<file path="src/rtl/dlls_pkg.sv">
`timescale 1ns / 1ps
// ----------------------------------------------------------------------------
// dlls_pkg
// Types, constants and helpers for the debounced LED level stepper.
// ----------------------------------------------------------------------------
package dlls_pkg;

   // Default full-scale duty value, also the ceiling of the effective maximum.
   localparam int LEVEL_RANGE_DEFAULT = 32;

   localparam int LEVEL_W = 6;
   localparam int MODE_W  = 2;
   localparam int TIMER_W = 12;
   localparam int CSR_W   = 12;

   localparam logic [TIMER_W-1:0] TIMER_MAX = '1;

   localparam logic [MODE_W-1:0] MODE_OFF = 2'd0;
   localparam logic [MODE_W-1:0] MODE_ON  = 2'd1;
   localparam logic [MODE_W-1:0] MODE_MAX = 2'd2;

   localparam logic CSR_MAX_LEVEL   = 1'b0;
   localparam logic CSR_DEBOUNCE_MS = 1'b1;

   localparam logic [LEVEL_W-1:0] MAX_LEVEL_RESET   = 6'd5;
   localparam logic [TIMER_W-1:0] DEBOUNCE_MS_RESET = 12'd200;

   typedef struct packed {
      logic up_press;
      logic down_press;
   } req_type;

   typedef struct packed {
      logic [LEVEL_W-1:0] brightness_level;
      logic [LEVEL_W-1:0] duty_value;
      logic [MODE_W-1:0]  level_mode;
      logic               press_taken;
   } rsp_type;

   // Mode that follows a level for a given effective maximum.
   function automatic logic [MODE_W-1:0] mode_of(input logic [LEVEL_W-1:0] level,
                                                input logic [LEVEL_W-1:0] top);
      logic [MODE_W-1:0] mode;
      if (level == '0) begin
         mode = MODE_OFF;
      end else if (level >= top) begin
         mode = MODE_MAX;
      end else begin
         mode = MODE_ON;
      end
      return mode;
   endfunction

endpackage

</file>
<file path="src/rtl/debounced_led_level_stepper.sv">
`timescale 1ns / 1ps
// ----------------------------------------------------------------------------
// debounced_led_level_stepper
// Two debounced buttons step a brightness level; each transaction reports
// the level, its mode and a duty word LEVEL_RANGE * level / top, the effective maximum.
// ----------------------------------------------------------------------------
// Each accepted request runs the restoring divider over a NUM_W-bit numerator,
// where NUM_W = clog2(LEVEL_RANGE + 1) + 6 (12 bits by default), one quotient
// bit per cycle, then ST_HOLD registers the result out. req_ready is low until
// the block is back in ST_IDLE; a result still waiting for rsp_ready holds the
// next one, and so the input, until it is taken.
// Reset (synchronous, active high) clears the level, mode and both debounce
// timers and loads max_level = 5 and debounce_ms = 200.
module debounced_led_level_stepper #(
   parameter int LEVEL_RANGE = dlls_pkg::LEVEL_RANGE_DEFAULT
) (
   input  logic                         clock,
   input  logic                         reset,
   input  logic                         req_valid,
   output logic                         req_ready,
   input  dlls_pkg::req_type            req_data,
   output logic                         rsp_valid,
   input  logic                         rsp_ready,
   output dlls_pkg::rsp_type            rsp_data,
   input  logic                         csr_we,
   input  logic                         csr_index,
   input  logic [dlls_pkg::CSR_W-1:0]   csr_wdata
);
   import dlls_pkg::*;

   localparam int Q_W   = $clog2(LEVEL_RANGE + 1);
   localparam int NUM_W = Q_W + LEVEL_W;
   localparam int CNT_W = $clog2(NUM_W);
   localparam logic [8:0] RANGE_9 = 9'(LEVEL_RANGE);

   localparam logic [1:0] ST_IDLE = 2'd0;
   localparam logic [1:0] ST_DIV  = 2'd1;
   localparam logic [1:0] ST_HOLD = 2'd2;

   logic [1:0]         state_ff, state_in;
   logic [LEVEL_W-1:0] max_level_ff, max_level_in;
   logic [TIMER_W-1:0] debounce_ff, debounce_in;
   logic [TIMER_W-1:0] up_elapsed_ff, up_elapsed_in;
   logic [TIMER_W-1:0] down_elapsed_ff, down_elapsed_in;
   logic [LEVEL_W-1:0] level_ff, level_in;
   logic [MODE_W-1:0]  mode_ff, mode_in;
   logic               taken_ff, taken_in;
   logic [NUM_W-1:0]   num_ff, num_in;
   logic [LEVEL_W-1:0] rem_ff, rem_in;
   logic [LEVEL_W-1:0] div_ff, div_in;
   logic [CNT_W-1:0]   cnt_ff, cnt_in;
   logic               rsp_valid_ff, rsp_valid_in;
   rsp_type            rsp_ff, rsp_in;

   logic               req_fire;
   logic [LEVEL_W-1:0] top;
   logic [LEVEL_W-1:0] lvl_clamped, lvl_after_down, lvl_next;
   logic [TIMER_W-1:0] up_tick, down_tick;
   logic               up_ok, down_ok;
   logic [LEVEL_W:0]   rem_shift;
   logic               q_bit;
   logic               out_free;

   assign req_ready = (state_ff == ST_IDLE);
   assign req_fire  = req_valid && req_ready;
   assign rsp_valid = rsp_valid_ff;
   assign rsp_data  = rsp_ff;
   assign out_free  = !rsp_valid_ff || rsp_ready;

   // Effective maximum: zero acts as one, and the ceiling is LEVEL_RANGE.
   always_comb begin
      priority if (max_level_ff == '0) begin
         top = LEVEL_W'(1);
      end else if ({3'b000, max_level_ff} > RANGE_9) begin
         top = LEVEL_W'(LEVEL_RANGE);
      end else begin
         top = max_level_ff;
      end
   end

   // Per-tick step: clamp, advance both timers, then apply down before up.
   always_comb begin
      lvl_clamped = (level_ff > top) ? top : level_ff;
      up_tick     = (up_elapsed_ff   == TIMER_MAX) ? TIMER_MAX : up_elapsed_ff + 1'b1;
      down_tick   = (down_elapsed_ff == TIMER_MAX) ? TIMER_MAX : down_elapsed_ff + 1'b1;
      up_ok       = req_data.up_press   && (up_tick   >= debounce_ff);
      down_ok     = req_data.down_press && (down_tick >= debounce_ff);
      lvl_after_down = (down_ok && lvl_clamped != '0) ? lvl_clamped - 1'b1 : lvl_clamped;
      lvl_next       = (up_ok && lvl_after_down < top) ? lvl_after_down + 1'b1
                                                       : lvl_after_down;
   end

   // One restoring division step; the quotient bit enters the numerator LSB.
   always_comb begin
      rem_shift = {rem_ff, num_ff[NUM_W-1]};
      q_bit     = (rem_shift >= {1'b0, div_ff});
   end

   always_comb begin
      state_in        = state_ff;
      max_level_in    = max_level_ff;
      debounce_in     = debounce_ff;
      up_elapsed_in   = up_elapsed_ff;
      down_elapsed_in = down_elapsed_ff;
      level_in        = level_ff;
      mode_in         = mode_ff;
      taken_in        = taken_ff;
      num_in          = num_ff;
      rem_in          = rem_ff;
      div_in          = div_ff;
      cnt_in          = cnt_ff;
      rsp_valid_in    = rsp_valid_ff && !rsp_ready;
      rsp_in          = rsp_ff;

      if (csr_we) begin
         unique case (csr_index)
            CSR_MAX_LEVEL:   max_level_in = csr_wdata[LEVEL_W-1:0];
            CSR_DEBOUNCE_MS: debounce_in  = csr_wdata[TIMER_W-1:0];
            default:         ;
         endcase
      end

      unique case (state_ff)
         ST_IDLE: begin
            if (req_fire) begin
               up_elapsed_in   = up_ok   ? '0 : up_tick;
               down_elapsed_in = down_ok ? '0 : down_tick;
               level_in        = lvl_next;
               mode_in         = mode_of(lvl_next, top);
               taken_in        = up_ok || down_ok;
               num_in          = NUM_W'(LEVEL_RANGE) * NUM_W'(lvl_next);
               rem_in          = '0;
               div_in          = top;
               cnt_in          = CNT_W'(NUM_W - 1);
               state_in        = ST_DIV;
            end
         end
         ST_DIV: begin
            rem_in = q_bit ? LEVEL_W'(rem_shift - {1'b0, div_ff}) : LEVEL_W'(rem_shift);
            num_in = {num_ff[NUM_W-2:0], q_bit};
            cnt_in = cnt_ff - 1'b1;
            if (cnt_ff == '0) begin
               state_in = ST_HOLD;
            end
         end
         ST_HOLD: begin
            if (out_free) begin
               rsp_valid_in             = 1'b1;
               rsp_in.brightness_level  = level_ff;
               rsp_in.duty_value        = num_ff[LEVEL_W-1:0];
               rsp_in.level_mode        = mode_ff;
               rsp_in.press_taken       = taken_ff;
               state_in                 = ST_IDLE;
            end
         end
         default: state_in = ST_IDLE;
      endcase
   end

   always_ff @(posedge clock) begin
      if (reset) begin
         state_ff        <= ST_IDLE;
         max_level_ff    <= MAX_LEVEL_RESET;
         debounce_ff     <= DEBOUNCE_MS_RESET;
         up_elapsed_ff   <= '0;
         down_elapsed_ff <= '0;
         level_ff        <= '0;
         mode_ff         <= MODE_OFF;
         taken_ff        <= 1'b0;
         rsp_valid_ff    <= 1'b0;
      end else begin
         state_ff        <= state_in;
         max_level_ff    <= max_level_in;
         debounce_ff     <= debounce_in;
         up_elapsed_ff   <= up_elapsed_in;
         down_elapsed_ff <= down_elapsed_in;
         level_ff        <= level_in;
         mode_ff         <= mode_in;
         taken_ff        <= taken_in;
         rsp_valid_ff    <= rsp_valid_in;
      end
   end

   always_ff @(posedge clock) begin
      num_ff <= num_in;
      rem_ff <= rem_in;
      div_ff <= div_in;
      cnt_ff <= cnt_in;
      rsp_ff <= rsp_in;
   end

endmodule
</file>
<file path="config.mk">
export PLATFORM = sky130hd
export DESIGN_NAME = debounced_led_level_stepper
export DESIGN_NICKNAME = d
export VERILOG_FILES = /design/src/rtl/dlls_pkg.sv /design/src/rtl/debounced_led_level_stepper.sv
export SDC_FILE = /design/constraint.sdc
export NUM_CORES = 1
export LEC_CHECK = 0
export BUFFER_PORTS_ARGS = -buffer_cell sky130_fd_sc_hd__buf_2
export CORE_MARGIN = 4
export CORE_UTILIZATION = 40
export DETAILED_ROUTE_END_ITERATION = 8
export PLACE_DENSITY_LB_ADDON = 0.12
export SYNTH_ARGS = -nofsm -noshare
export SYNTH_HDL_FRONTEND = slang
export SYNTH_SLANG_ARGS = --single-unit
</file>
<file path="constraint.sdc">
create_clock -name clock -period 11.5 [get_ports clock]
set_input_delay 3.45 -clock clock [delete_from_list [all_inputs] [get_ports clock]]
set_output_delay 3.45 -clock clock [all_outputs]
set_load 0.05 [all_outputs]
</file>
==> results_dict.tcl <==
set metrics [dict create \
    rows 43 \
    tightest_slew_ns 1.11 \
    maxSlewViolCount 0 \
    first_pass_iters 4 \
    rr_startpoint "max_level_ff[2]" \
    path_clk_slew_ns 0.07 \
    antenna_found_initial 0 \
    mappedNetlistArea_sq_um 5790 \
    final-seq-area_sq_um 2370 \
    fin_crit_ns 7.97 \
    dieWidth_um 128 \
    reg2reg_slack_ns 3.65 \
    grt_max_degree 56 \
    cts_sinks 97 \
    layout_commonest_cell "nand2_1" \
    fin_util 0.455 \
    synth_nets 695 \
    fin_crit_sh 0.693 \
    finalHoldViolations 0 \
    min_from "taken_ff" \
    placed_cells 818 \
    seq_area_frac_synth 0.410 \
    cts_buffers 9 \
    setup_tns_ns 0 \
    cts_tree "yes" \
    die_area_sq_um 16500 \
    worst_slack_ns 3.53 \
    yosys.cell_types.count 60 \
    hpwl_um 9950 \
    fmax_mhz 125 \
    cts_resized 0 \
    vdd_drop_max_v 0.0000714 \
    vias_per_cell 5.29 \
    fill_cells 1383 \
    routabilityCongestion 0.834 \
    setup_viol 0 \
    wl_met1_um 5950 \
    met2_length_um 6540 \
    root_buffer "clkbuf_16" \
    instances_no_fill 834 \
    reg2reg_depth 30 \
    dpl_cell_area_sq_um 6100 \
    grt_pass1_wl_um 22200 \
    grt_overflow 0 \
    hold_path_end "rsp_data[0]" \
    diodes 0 \
    synthCells 621 \
    p_leak_nw 2.73 \
    route.met3.wl_um 465 \
    async_flop_share 0 \
    die_y_um 128 \
    initial_core_util 0.412 \
    synth_area_per_cell_sq_um 9.32 \
    insertion_delay_ns 0.35 \
    cts_buffer_depth 2 \
    cts_hold_buf 0 \
    synth_enable_flop_cells 43 \
    ios 37 \
    fin_skew_ns 0.0104 \
    cp_max_fo 13 \
    grtUsageTotal 0.169 \
    multi_input_area_sq_um 3160 \
    cts_setup_buffers 0 \
    wl_per_cell_um 15.8 \
    core_sq_um 14000 \
    end_kind "flip-flop" \
    drive_above_1_share 0.109 \
    ant_nets 0 \
    startpoint_type "input port" \
    totalWireLength_um 13100 \
    hold_depth 0 \
    drv_cap 0 \
    ys_ff_latch 97 \
    arrival_ns 8.26 \
    drt_iter0_drc 159 \
    pwr_density_cell_nw_per_um2 136 \
    dp_slack_ns 3.18 \
    min_path_type "flip-flop to flip-flop" \
    r2r-end "mode_ff[0]" \
    setup.worst_path.class "input port to flip-flop" \
    ys_warn_count 0 \
    fin_nets 723 \
    most-common-layout-cells "79 x nand2_1, 71 x nor2_1, 54 x dfxtp_1" \
    port-buffer-count 36 \
    slew_headroom 0.255 \
    grt_pass1_vias 4541 \
    yosys_most_used_dff "dfxtp_1" \
    rsz0062_at_grt "no" \
    drc 0 \
    post-route-cell-area_sq_um 6390 \
    highest_layer "met4" \
    dr_total_vias 4413 \
    status "completed" \
    cts_htree_levels 3 \
    crit_required_ns 11.79 \
    area_growth_pct 10.4 \
]
worst max-delay path by stage:
stage	startpoint	end	slack [ns]	cells past startpoint
after floorplan	req_data[0]	mode_ff[0]	4.01	23
after global placement	req_data[0]	mode_ff[0]	3.45	23
after detailed placement	req_data[0]	mode_ff[0]	3.18	23
after CTS	req_data[0]	mode_ff[0]	3.55	23
after global routing	max_level_ff[2]	mode_ff[0]	3.02	30
final	req_data[0]	mode_ff[0]	3.53	23
logic make-up (layout without fill, tap and decap cells):
kind of cell	after synthesis	in the layout	synth area share
mux	13	13	0.0233
xor+xnor	26	26	0.0432
compound gates	126	126	0.159
simple gates	246	246	0.202
flops	97	97	0.410
fa+ha+maj	54	54	0.118
buf+inv	59	92	0.0450
critical path, stage by stage:
cell and delay (ns):
buf_2 0.11, o2111ai_1 0.10, nor3_1 0.22, a211o_1 0.44, nand3_1 0.16, mux2i_1 0.41, nand2_1 0.20, ha_1 0.32
a21o_1 0.15, a21o_1 0.20, a2111oi_4 0.50, nand2_1 0.13, mux2i_1 0.37, ha_1 0.30, nand2b_1 0.14, a21o_1 0.17
a21oi_1 0.14, nor2b_1 0.06, o21ai_0 0.15, nand2b_1 0.09, a21oi_1 0.23, nand2_1 0.09, o21ai_1 0.12
power by group:
part / switching (mW) / internal, mW / total (mW) / leakage, nW
Sequential: 0.0135 / 0.383 / 0.397 / 0.856
Combinational: 0.106 / 0.0664 / 0.172 / 1.73
Clock: 0.132 / 0.169 / 0.302 / 0.141
Total: 0.251 / 0.619 / 0.871 / 2.73
cells in the mapped netlist, drive strengths merged (4+ instances only):
master,instances,share of area
a2111oi,5,0.021
a211o,4,0.0061
a211oi,6,0.0078
a21o,8,0.010
a21oi,53,0.047
a22oi,18,0.023
and2,11,0.012
and3,14,0.015
buf,5,0.0091
clkbuf,16,0.010
dfxtp,54,0.19
edfxtp,43,0.22
ha,53,0.11
inv,36,0.023
mux2i,12,0.021
nand2,79,0.051
nand2b,10,0.011
nand3,12,0.010
nand3b,6,0.0078
nand4,7,0.0076
nor2,71,0.046
nor2b,10,0.011
nor3,10,0.0086
o21ai,14,0.012
xnor2,20,0.033
xor2,6,0.010
layer usage:
layer / GRT usage / vias up
met5: 0 / -
met4: 0.0543 / 0
met3: 0.0329 / 13
met2: 0.304 / 65
met1: 0.201 / 2081
li1: - / 2254
layout make-up:
type	instances	area share
clock buffer	10	0.0358
clock inverter	6	0.0106
inverter	37	0.0217
multi-input combinational	465	0.494
sequential	97	0.371
tap	180	0.0352
timing repair buffer	39	0.0317
sequential cells by signal (all words and copies together), names as in the netlist:
signal and cells:
max_level_ff 6, div_ff 6, num_ff 12, level_ff 6, cnt_ff 4, mode_ff 2, state_ff 2, rem_ff 6
debounce_ff 12, up_elapsed_ff 12, down_elapsed_ff 12, rsp_data 15, rsp_valid 1, taken_ff 1
stage by stage:
stage	hold WS [ns]	power [mW]
CTS	0.446	0.883
global route	0.455	0.920
global placement	0.414	0.571
floorplan	0.408	0.536
finish	0.445	0.871
detailed placement	0.429	0.577
No activity file was read; power rests on OpenSTA's default activity.
